**src/sv/rlsc_pkg.sv**
```systemverilog
// Shared types and constants of the resistive level sensor conditioner.
package rlsc_pkg;

    // Field widths
    localparam int ADC_W      = 12;
    localparam int THR_W      = 12;
    localparam int RES_W      = 20;
    localparam int LVL_W      = 7;
    localparam int S_TDATA_W  = 16;
    localparam int M_TDATA_W  = 32;
    localparam int CFG_IDX_W  = 8;
    localparam int CFG_DATA_W = 20;

    // Register indexes
    localparam logic [CFG_IDX_W-1:0] CFG_MIN_RES = 8'd0;
    localparam logic [CFG_IDX_W-1:0] CFG_MAX_RES = 8'd1;
    localparam logic [CFG_IDX_W-1:0] CFG_REF_RES = 8'd2;
    localparam logic [CFG_IDX_W-1:0] CFG_FS_THR  = 8'd3;

    // Register reset values
    localparam logic [RES_W-1:0] MIN_RES_RST = 20'd0;
    localparam logic [RES_W-1:0] MAX_RES_RST = 20'd10000;
    localparam logic [RES_W-1:0] REF_RES_RST = 20'd0;
    localparam logic [THR_W-1:0] FS_THR_RST  = 12'd4083;

    // Arithmetic constants
    localparam int PROD_W    = ADC_W + RES_W;             // sample times reference
    localparam int CAL_W     = 17;
    localparam int CAL_SHIFT = 16;
    localparam int MUL_W     = PROD_W + CAL_W;
    localparam int NUM_W     = MUL_W - CAL_SHIFT;         // numerator after the Q16 drop
    localparam int HI_W      = NUM_W - RES_W;             // numerator bits above the quotient
    localparam int PCT_NUM_W = RES_W + LVL_W;

    localparam logic [CAL_W-1:0] CAL_Q16     = 17'd69992;  // 1.068 in Q16
    localparam logic [RES_W-1:0] DIRECT_SPAN = 20'd10000;
    localparam logic [RES_W-1:0] R_MAX       = 20'hFFFFF;
    localparam logic [LVL_W-1:0] PCT_SCALE   = 7'd100;
    localparam logic [LVL_W-1:0] LVL_FULL    = 7'd100;
    localparam logic [LVL_W-1:0] LVL_EMPTY   = 7'd0;

    // Quotient bits resolved per divider stage
    localparam int DIV_STEPS = 4;

    // Sideband through the resistance divider
    typedef struct packed {
        logic near;
        logic sat;
    } res_side_t;

    // Sideband through the level divider
    typedef struct packed {
        logic             near;
        logic [RES_W-1:0] res;
        logic             empty;
        logic             full;
    } lvl_side_t;

endpackage

```
**src/sv/rlsc_div_pipe.sv**
```systemverilog
// Pipelined restoring divider with a valid/ready handshake and a sideband word.
module rlsc_div_pipe #(
    parameter int DW    = 16,
    parameter int QW    = 20,
    parameter int SW    = 2,
    parameter int STEPS = 4
) (
    input  logic          aclk,
    input  logic          aresetn,
    input  logic          in_valid,
    output logic          in_ready,
    input  logic [DW-1:0] in_rem,   // upper numerator bits, below in_den
    input  logic [QW-1:0] in_low,   // numerator bits that become quotient bits
    input  logic [DW-1:0] in_den,
    input  logic [SW-1:0] in_side,
    output logic          out_valid,
    input  logic          out_ready,
    output logic [QW-1:0] out_quo,
    output logic [SW-1:0] out_side
);

    localparam int NS = (QW + STEPS - 1) / STEPS;

    logic [NS-1:0] valid_reg;
    logic [NS-1:0] stage_rdy;
    logic [DW-1:0] rem_reg  [NS];
    logic [QW-1:0] low_reg  [NS];
    logic [QW-1:0] quo_reg  [NS];
    logic [DW-1:0] den_reg  [NS];
    logic [SW-1:0] side_reg [NS];

    for (genvar k = 0; k < NS; k++) begin : g_stage
        logic          src_valid;
        logic [DW-1:0] src_rem;
        logic [QW-1:0] src_low;
        logic [QW-1:0] src_quo;
        logic [DW-1:0] src_den;
        logic [SW-1:0] src_side;
        logic [DW-1:0] rem_next;
        logic [QW-1:0] low_next;
        logic [QW-1:0] quo_next;

        // Pick the word feeding this stage
        if (k == 0) begin : g_first
            assign src_valid = in_valid;
            assign src_rem   = in_rem;
            assign src_low   = in_low;
            assign src_quo   = '0;
            assign src_den   = in_den;
            assign src_side  = in_side;
        end else begin : g_rest
            assign src_valid = valid_reg[k-1];
            assign src_rem   = rem_reg[k-1];
            assign src_low   = low_reg[k-1];
            assign src_quo   = quo_reg[k-1];
            assign src_den   = den_reg[k-1];
            assign src_side  = side_reg[k-1];
        end

        // Stage may load when empty or when its word moves on
        if (k == NS - 1) begin : g_last_rdy
            assign stage_rdy[k] = !valid_reg[k] || out_ready;
        end else begin : g_mid_rdy
            assign stage_rdy[k] = !valid_reg[k] || stage_rdy[k+1];
        end

        // Resolve up to STEPS quotient bits, MSB first
        always_comb begin
            logic [DW:0] trial;
            rem_next = src_rem;
            low_next = src_low;
            quo_next = src_quo;
            trial    = '0;
            for (int j = 0; j < STEPS; j++) begin
                if (k * STEPS + j < QW) begin
                    trial    = {rem_next, low_next[QW-1]};
                    low_next = {low_next[QW-2:0], 1'b0};
                    if (trial >= {1'b0, src_den}) begin
                        rem_next = DW'(trial - {1'b0, src_den});
                        quo_next = {quo_next[QW-2:0], 1'b1};
                    end else begin
                        rem_next = trial[DW-1:0];
                        quo_next = {quo_next[QW-2:0], 1'b0};
                    end
                end
            end
        end

        // Advance valid bit
        always_ff @(posedge aclk) begin
            if (!aresetn) begin
                valid_reg[k] <= 1'b0;
            end else if (stage_rdy[k]) begin
                valid_reg[k] <= src_valid;
            end
        end

        // Load payload
        always_ff @(posedge aclk) begin
            if (stage_rdy[k] && src_valid) begin
                rem_reg[k]  <= rem_next;
                low_reg[k]  <= low_next;
                quo_reg[k]  <= quo_next;
                den_reg[k]  <= src_den;
                side_reg[k] <= src_side;
            end
        end
    end

    assign in_ready  = stage_rdy[0];
    assign out_valid = valid_reg[NS-1];
    assign out_quo   = quo_reg[NS-1];
    assign out_side  = side_reg[NS-1];

endmodule

```
**src/sv/resistive_level_sensor_conditioner_core.sv**
```systemverilog
// Top level: converter sample to calibrated resistance and fill level.
//
//  channel | direction | handshake          | payload
//  s_      | in        | s_tvalid/s_tready  | s_tdata[11:0] adc_sample
//  m_      | out       | m_tvalid/m_tready  | m_tdata resistance, level; m_tuser near flag
//  cfg_    | in        | cfg_valid/cfg_ready| cfg_index, cfg_data (always ready)
//
// One word per cycle sustained while m_tready is high. The pipeline holds, in order,
// three front stages (multiply, Q16 calibrate, overflow check), five stages of the
// 20-bit resistance divider, two level stages, two stages of the 7-bit level
// divider and the output register.
// aresetn clears every valid bit and loads the register reset values.
// Each stage takes a word when it is empty or its word moves on, so a stall on
// m_tready backs up one stage at a time and bubbles are squeezed out.
module resistive_level_sensor_conditioner_core #(
    parameter int ADC_FULL_SCALE = 4095
) (
    input  logic                              aclk,
    input  logic                              aresetn,
    input  logic                              s_tvalid,
    output logic                              s_tready,
    input  logic [rlsc_pkg::S_TDATA_W-1:0]    s_tdata,    // [11:0] adc_sample
    output logic                              m_tvalid,
    input  logic                              m_tready,
    output logic [rlsc_pkg::M_TDATA_W-1:0]    m_tdata,    // [19:0] resistance_ohms,
                                                          // [26:20] level_percent
    output logic                              m_tuser,    // [0] near_full_scale
    input  logic                              cfg_valid,
    output logic                              cfg_ready,
    input  logic [rlsc_pkg::CFG_IDX_W-1:0]    cfg_index,
    input  logic [rlsc_pkg::CFG_DATA_W-1:0]   cfg_data
);

    import rlsc_pkg::*;

    localparam int FS_W     = $clog2(ADC_FULL_SCALE + 1);
    localparam int CW       = (FS_W > ADC_W) ? FS_W : ADC_W;
    localparam int CMP_W    = (FS_W + RES_W > NUM_W) ? FS_W + RES_W : NUM_W;
    localparam int NS_RES   = (RES_W + DIV_STEPS - 1) / DIV_STEPS;
    localparam int NS_LVL   = (LVL_W + DIV_STEPS - 1) / DIV_STEPS;
    localparam int DEPTH    = 3 + NS_RES + 2 + NS_LVL + 1;
    localparam int FLIGHT_W = $clog2(DEPTH + 1);

    // Configuration registers
    logic [RES_W-1:0] min_res_reg;
    logic [RES_W-1:0] max_res_reg;
    logic [RES_W-1:0] ref_res_reg;
    logic [THR_W-1:0] fs_thr_reg;

    assign cfg_ready = 1'b1;

    // Write configuration; unknown indexes are dropped
    always_ff @(posedge aclk) begin
        if (!aresetn) begin
            min_res_reg <= MIN_RES_RST;
            max_res_reg <= MAX_RES_RST;
            ref_res_reg <= REF_RES_RST;
            fs_thr_reg  <= FS_THR_RST;
        end else if (cfg_valid && cfg_ready) begin
            case (cfg_index)
                CFG_MIN_RES: min_res_reg <= cfg_data;
                CFG_MAX_RES: max_res_reg <= cfg_data;
                CFG_REF_RES: ref_res_reg <= cfg_data;
                CFG_FS_THR:  fs_thr_reg  <= cfg_data[THR_W-1:0];
                default: ;
            endcase
        end
    end

    // Handshake chain
    logic v_a_reg, v_b_reg, v_c_reg, v_d_reg, v_e_reg;
    logic rdy_a, rdy_b, rdy_c, rdy_d, rdy_e, rdy_f;
    logic div_r_in_ready, div_r_out_valid;
    logic div_l_in_ready, div_l_out_valid;

    assign rdy_f    = !m_tvalid || m_tready;
    assign rdy_e    = !v_e_reg || div_l_in_ready;
    assign rdy_d    = !v_d_reg || rdy_e;
    assign rdy_c    = !v_c_reg || div_r_in_ready;
    assign rdy_b    = !v_b_reg || rdy_c;
    assign rdy_a    = !v_a_reg || rdy_b;
    assign s_tready = rdy_a;

    // Stage A: classify sample, first product, divisor
    logic [ADC_W-1:0]  sample;
    logic              direct;
    logic [RES_W-1:0]  factor;
    logic              a_near_next, a_sat_next;
    logic [PROD_W-1:0] a_prod_next;
    logic [FS_W-1:0]   a_den_next;
    logic              a_near_reg, a_sat_reg;
    logic [PROD_W-1:0] a_prod_reg;
    logic [FS_W-1:0]   a_den_reg;

    assign sample      = s_tdata[ADC_W-1:0];
    assign direct      = (ref_res_reg == '0);
    assign factor      = direct ? DIRECT_SPAN : ref_res_reg;
    assign a_near_next = (sample >= fs_thr_reg);
    assign a_sat_next  = !direct && (CW'(sample) >= CW'(ADC_FULL_SCALE));
    assign a_prod_next = PROD_W'(sample) * PROD_W'(factor);
    assign a_den_next  = direct ? FS_W'(ADC_FULL_SCALE)
                                : FS_W'(ADC_FULL_SCALE) - FS_W'(sample);

    always_ff @(posedge aclk) begin
        if (rdy_a && s_tvalid) begin
            a_near_reg <= a_near_next;
            a_sat_reg  <= a_sat_next;
            a_prod_reg <= a_prod_next;
            a_den_reg  <= a_den_next;
        end
    end

    // Stage B: apply Q16 calibration, drop the 2^16 scale of the product
    logic [MUL_W-1:0] b_mul;
    logic [NUM_W-1:0] b_num_reg;
    logic [FS_W-1:0]  b_den_reg;
    logic             b_near_reg, b_sat_reg;

    assign b_mul = MUL_W'(a_prod_reg) * MUL_W'(CAL_Q16);

    always_ff @(posedge aclk) begin
        if (rdy_b && v_a_reg) begin
            b_num_reg  <= b_mul[MUL_W-1:CAL_SHIFT];
            b_den_reg  <= a_den_reg;
            b_near_reg <= a_near_reg;
            b_sat_reg  <= a_sat_reg;
        end
    end

    // Stage C: detect quotient overflow, split numerator
    logic                  c_ovf;
    logic [HI_W+FS_W-1:0]  c_hi_ext;
    logic [FS_W-1:0]       c_rem_reg;
    logic [RES_W-1:0]      c_low_reg;
    logic [FS_W-1:0]       c_den_reg;
    res_side_t             c_side_reg;
    res_side_t             div_r_side;
    logic [RES_W-1:0]      div_r_quo;

    assign c_ovf    = CMP_W'(b_num_reg) >= CMP_W'({b_den_reg, RES_W'(0)});
    assign c_hi_ext = {FS_W'(0), b_num_reg[NUM_W-1:RES_W]};

    always_ff @(posedge aclk) begin
        if (rdy_c && v_b_reg) begin
            c_rem_reg       <= c_hi_ext[FS_W-1:0];
            c_low_reg       <= b_num_reg[RES_W-1:0];
            c_den_reg       <= b_den_reg;
            c_side_reg.near <= b_near_reg;
            c_side_reg.sat  <= b_sat_reg || c_ovf;
        end
    end

    rlsc_div_pipe #(
        .DW    (FS_W),
        .QW    (RES_W),
        .SW    ($bits(res_side_t)),
        .STEPS (DIV_STEPS)
    ) u_div_res (
        .aclk      (aclk),
        .aresetn   (aresetn),
        .in_valid  (v_c_reg),
        .in_ready  (div_r_in_ready),
        .in_rem    (c_rem_reg),
        .in_low    (c_low_reg),
        .in_den    (c_den_reg),
        .in_side   (c_side_reg),
        .out_valid (div_r_out_valid),
        .out_ready (rdy_d),
        .out_quo   (div_r_quo),
        .out_side  (div_r_side)
    );

    // Stage D: choose the resistance
    logic [RES_W-1:0] d_res_reg;
    logic             d_near_reg;

    always_ff @(posedge aclk) begin
        if (rdy_d && div_r_out_valid) begin
            d_near_reg <= div_r_side.near;
            if (div_r_side.near) begin
                d_res_reg <= max_res_reg;
            end else if (div_r_side.sat) begin
                d_res_reg <= R_MAX;
            end else begin
                d_res_reg <= div_r_quo;
            end
        end
    end

    // Stage E: level numerator, span and clamp cases
    logic [RES_W-1:0]     e_diff;
    logic [PCT_NUM_W-1:0] e_num;
    logic [RES_W-1:0]     e_rem_reg;
    logic [LVL_W-1:0]     e_low_reg;
    logic [RES_W-1:0]     e_den_reg;
    lvl_side_t            e_side_reg;
    lvl_side_t            div_l_side;
    logic [LVL_W-1:0]     div_l_quo;

    assign e_diff = d_res_reg - min_res_reg;
    assign e_num  = PCT_NUM_W'(e_diff) * PCT_NUM_W'(PCT_SCALE);

    always_ff @(posedge aclk) begin
        if (rdy_e && v_d_reg) begin
            e_rem_reg        <= e_num[PCT_NUM_W-1:LVL_W];
            e_low_reg        <= e_num[LVL_W-1:0];
            e_den_reg        <= max_res_reg - min_res_reg;
            e_side_reg.near  <= d_near_reg;
            e_side_reg.res   <= d_res_reg;
            e_side_reg.empty <= (max_res_reg <= min_res_reg) || (d_res_reg <= min_res_reg);
            e_side_reg.full  <= (d_res_reg >= max_res_reg);
        end
    end

    rlsc_div_pipe #(
        .DW    (RES_W),
        .QW    (LVL_W),
        .SW    ($bits(lvl_side_t)),
        .STEPS (DIV_STEPS)
    ) u_div_lvl (
        .aclk      (aclk),
        .aresetn   (aresetn),
        .in_valid  (v_e_reg),
        .in_ready  (div_l_in_ready),
        .in_rem    (e_rem_reg),
        .in_low    (e_low_reg),
        .in_den    (e_den_reg),
        .in_side   (e_side_reg),
        .out_valid (div_l_out_valid),
        .out_ready (rdy_f),
        .out_quo   (div_l_quo),
        .out_side  (div_l_side)
    );

    // Stage F: clamp level, hold the output word
    logic [LVL_W-1:0] f_lvl;
    logic             m_tvalid_reg;
    logic [RES_W-1:0] m_res_reg;
    logic [LVL_W-1:0] m_lvl_reg;
    logic             m_near_reg;

    assign f_lvl = div_l_side.empty ? LVL_EMPTY :
                   div_l_side.full  ? LVL_FULL  : div_l_quo;

    always_ff @(posedge aclk) begin
        if (rdy_f && div_l_out_valid) begin
            m_res_reg  <= div_l_side.res;
            m_lvl_reg  <= f_lvl;
            m_near_reg <= div_l_side.near;
        end
    end

    // Advance valid bits of the top-level stages
    always_ff @(posedge aclk) begin
        if (!aresetn) begin
            v_a_reg      <= 1'b0;
            v_b_reg      <= 1'b0;
            v_c_reg      <= 1'b0;
            v_d_reg      <= 1'b0;
            v_e_reg      <= 1'b0;
            m_tvalid_reg <= 1'b0;
        end else begin
            if (rdy_a) v_a_reg <= s_tvalid;
            if (rdy_b) v_b_reg <= v_a_reg;
            if (rdy_c) v_c_reg <= v_b_reg;
            if (rdy_d) v_d_reg <= div_r_out_valid;
            if (rdy_e) v_e_reg <= v_d_reg;
            if (rdy_f) m_tvalid_reg <= div_l_out_valid;
        end
    end

    assign m_tvalid = m_tvalid_reg;
    assign m_tdata  = {(M_TDATA_W - LVL_W - RES_W)'(0), m_lvl_reg, m_res_reg};
    assign m_tuser  = m_near_reg;

    // Count words in flight
    logic [FLIGHT_W-1:0] flight_reg;
    logic [FLIGHT_W-1:0] flight_next;

    assign flight_next = flight_reg + FLIGHT_W'(s_tvalid && s_tready)
                                    - FLIGHT_W'(m_tvalid && m_tready);

    always_ff @(posedge aclk) begin
        if (!aresetn) begin
            flight_reg <= '0;
        end else begin
            flight_reg <= flight_next;
        end
    end

    // Checks
    a_level_range: assert property (@(posedge aclk) disable iff (!aresetn)
        m_tvalid |-> (m_tdata[RES_W +: LVL_W] <= LVL_FULL))
        else $error("level above full scale");

    a_front_full: assert property (@(posedge aclk) disable iff (!aresetn)
        !s_tready |-> (v_a_reg && v_b_reg && v_c_reg && !div_r_in_ready))
        else $error("input stalled with a free front stage");

    a_flight_bound: assert property (@(posedge aclk) disable iff (!aresetn)
        flight_reg <= FLIGHT_W'(DEPTH))
        else $error("more words in flight than stages");

    a_empty_no_out: assert property (@(posedge aclk) disable iff (!aresetn)
        (flight_reg == '0) |-> !m_tvalid)
        else $error("output word with nothing in flight");

endmodule
```
**config.mk**
```make
export PLATFORM = sky130hd
export DESIGN_NAME = resistive_level_sensor_conditioner_core
export DESIGN_NICKNAME = d
export VERILOG_FILES = /design/src/sv/rlsc_pkg.sv /design/src/sv/rlsc_div_pipe.sv /design/src/sv/resistive_level_sensor_conditioner_core.sv
export SDC_FILE = /design/constraint.sdc
export NUM_CORES = 2
export LEC_CHECK = 0
export ABC_AREA = 1
export BUFFER_PORTS_ARGS = -buffer_cell sky130_fd_sc_hd__buf_2
export CAP_MARGIN = 20
export CELL_PAD_IN_SITES_DETAIL_PLACEMENT = 1
export CELL_PAD_IN_SITES_GLOBAL_PLACEMENT = 1
export CORE_MARGIN = 2
export CORE_UTILIZATION = 30
export CTS_BUF_LIST = sky130_fd_sc_hd__clkbuf_2
export DETAILED_ROUTE_END_ITERATION = 10
export GPL_TIMING_DRIVEN = 1
export PLACE_DENSITY_LB_ADDON = 0.1
export SLEW_MARGIN = 20
export SYNTH_ARGS = -nofsm -noshare
export SYNTH_HDL_FRONTEND = slang
export SYNTH_SLANG_ARGS = --single-unit
```
**constraint.sdc**
```tcl
create_clock -name aclk -period 7.64 [get_ports aclk]
set_input_delay 1.146 -clock aclk [delete_from_list [all_inputs] [get_ports aclk]]
set_output_delay 1.146 -clock aclk [all_outputs]
set_load 0.01 [all_outputs]
```
==> results.cfg <==
[critical_path]
cp_data_required_time_ns = 9.03
crit_start = e_rem_reg[9]$_DFFE_PP_
worstPathArrival_ns = 9.13
critical_path.most_common_cell = nand2_2
critPathMaxFanout = 7
reg2reg_setup_slack_ns = -0.10
timing.reg2reg.worst_path_depth = 59
cp_endpoint = u_div_lvl.rem_reg[0][9]$_DFFE_PP_
critical_path.max_stage_delay_ns = 0.48
worst_r2r_dst = u_div_lvl.rem_reg[0][9]$_DFFE_PP_
timing.critical_path.slowest_stage_cell = edfxtp_1
critical_path.endpoint_type = register
worst-setup-path-type = reg -> reg
critical_path.reg2reg.startpoint = e_rem_reg[9]$_DFFE_PP_
startpoint_type = register

[placed_design]
detailedPlacementHpwl_um = 178000
port_buffers = 74
pre_cts_slack_ns = -0.643
gp_congestion = 0.854
dp_cells = 10900

[pwr]
power-per-cell-area_mw_per_mm2 = 432
worst_ir_drop_vdd_v = 0.000778
total_leakage_power_uw = 0.0378

[sta]
timing.slew.headroom_pct = 22.4
finalMaxSlewViolations = 0
clock.fmax_ghz = 0.129
pin_slew_with_the_least_headroom_to_its_limit_ns = 1.16
final.setup_skew_ns = 0.163
unrepaired_setup_endpoints_after_global_routing = true
post-route-period-util_pct = 101
finalSetupViolations = 20
setup_slack_ns = -0.102
finalWorstPathRequiredPeriod_ns = 7.74
hold_vio_cnt_final = 0

[drt]
route.antenna.remaining_nets = 0
routed_via_density = 4.73
vias = 54100
route.detailed.wl_per_inst_um = 18.8
route.detailed.drc = 0
dr.pass1.iters = 5
routed_wl_um = 216000
drt_iter0_drc = 2206

[global_route]
total_congestion_overflow_after_global_routing = 0
grt_first_pass_wirelength_um = 332000
grt_max_degree = 74
grt_usage_pct = 20.4
first_global_vias = 57800
antenna_found_initial = 18

[clocking]
clkTransAtPathRegs_ns = 0.10
cts_inserted_buffers = 176
clk-insertion-delay-late_ns = 1.69
cts.htree.levels = 4
cts_buffer_depth = 3
cts_tree = built
clk_root_buffer_cell = clkbuf_2
cts.sink_count = 645

[die]
pin_count = 85
floorplan.core_area_mm2 = 0.203
fp-row-count = 165
start_util_pct = 30.2
floorplan.die.width_um = 456
fp.dieArea_mm2 = 0.208
die_height_um = 456

[layout]
mostFrequentLayoutCells = 1552 x nand2_1, 1140 x inv_1, 1063 x buf_4
layout.nets = 9808
layout_commonest_cell = nand2_1
layout-drive-gt1-share_pct = 23.0
stdcell_count = 11400
area_delta_synth_final_pct = 26.9
largest_register_ffs = 60

[yosys]
synth_fa_ha_area_share_pct = 27.0
ys_seq_area_share_pct = 30.2
async_reset_ff_share_pct = 0
synth_flop_cell = edfxtp_1
synth.mux.area_fraction_pct = 0
netlist-cell-type-count = 65
synth.ff_latch_count = 645
synth-simple-area-share_pct = 18.5
synth_warnings = 0
synthTopCellsByArea = edfxtp_1 27%, ha_1 16%, fa_1 11%, nand2_1 10%, inv_1 7.3%
synth-compound-area-share_pct = 10.5
post_synth.cell_area_avg_um2 = 8.35
synth_top_family_by_area = adder cells
yosysTopAreaCell = edfxtp_1
syn-cell-area_mm2 = 0.0613
synthDominantCellAreaShare_pct = 27.4
post_synth_xor_area_fraction_pct = 5.26
number_of_enable_type_register_cells_in_the_synthesized_netlist = 560
gate_count_post_synth = 7340

[job]
cap_viol_max_count = 0

[run_status]
result_of_the_run = complete, but fails checks
failing_checks = negative setup slack

[min_path]
min_path_type = reg -> reg
==> worst max-delay path: cells and delay by family (launching register included) <==
kind,cells,cell delay [ns]
and+or+nand+nor,36,3.64
AOI/OAI and AO/OA,5,0.60
adders and majority gates,4,1.06
DFF,1,0.48
buffers and inverters,14,1.74
==> what timing repair did <==
action,in CTS,in global routing
hold endpoints to repair,91,0
buffers inserted,51,94
gates resized for setup,145,492
pin swaps,20,151
cloned,8,12
hold buffers,50,0
setup endpoints to repair,71,74
==> cell type report <==
cell class,count,area (um^2)
Tap cell,2672,3340
Antenna cell,8,20.0
Multi-Input combinational cell,5358,40000
Timing Repair inverter,3,20.0
Timing Repair Buffer,1234,9630
Clock buffer,255,1280
Sequential cell,645,18500
Inverter,1214,4600
Fill cell,24300,125000
Clock inverter,56,402
==> metrics by stage <==
step                cell area [um^2]  util (%)  power [uW]  TNS [ns]  hold slack, ns
floorplan                      61300         -       22900         0           0.400
global placement               71800      35.4       30600    -16.16           0.401
detailed placement             71800      35.4       30900    -22.36           0.405
CTS                            75000      37.0       33900    -0.251          0.0689
global route                   77800      38.4       37600    -11.23           0.170
finish                         77800      38.4       33600     -1.22           0.338
==> how the worst min path moves through the flow <==
stage,from,to,slack [ns],depth (start not counted)
after global routing,cfg_index[6],max_res_reg[17]$_SDFFE_PN0P_,0.17,6
after global placement,c_low_reg[9]$_DFFE_PP_,u_div_res.low_reg[0][9]$_DFFE_PP_,0.40,0
after CTS,cfg_index[2],max_res_reg[17]$_SDFFE_PN0P_,0.07,6
final,u_div_res.quo_reg[0][50]$_DFFE_PP_,u_div_res.quo_reg[0][74]$_DFFE_PP_,0.34,0
after floorplan,a_den_reg[0]$_SDFFCE_PP1P_,b_den_reg[0]$_DFFE_PP_,0.40,0
after detailed placement,e_side_reg[14]$_DFFE_PP_,u_div_lvl.side_reg[0][14]$_DFFE_PP_,0.41,0
==> per-layer routing <==
metal	share of wire, %	wire length, um	global-route usage [%]	vias up
met5	0.0046	10	0	-
met4	1.7	3770	4.34	2
met3	1.8	3990	1.99	206
met2	50	107000	36.0	499
met1	47	101000	26.8	26400
li1	-	-	-	27000
==> cell usage after synthesis, types with 83 or more instances <==
| cell | number |
|---|---|
| dfxtp_1 | 85 |
| nor2_1 | 385 |
| nand3_1 | 332 |
| xnor2_1 | 146 |
| ha_1 | 801 |
| nand2_1 | 1671 |
| a21oi_1 | 540 |
| fa_1 | 326 |
| edfxtp_1 | 560 |
| xor2_1 | 222 |
| inv_1 | 1198 |
| o21ai_0 | 336 |
| nand4_1 | 83 |
==> logic make-up (layout without fill, tap and decap cells) <==
kind of cell | after synthesis | count (layout)
AOI/OAI and AO/OA | 1158 | 1159
other | 2 | 14
adders and majority gates | 1127 | 1127
and+or+nand+nor | 2692 | 2698
buffers and inverters | 1348 | 2762
xor gates and xnor gates | 368 | 368
DFF | 645 | 645
==> power by group <==
group          switching, uW  total, uW  internal (uW)
clock                   1580       2620           1040
combinational          15500      25400           9970
sequential               330       5550           5220
Power figures use the tool's default switching activity.
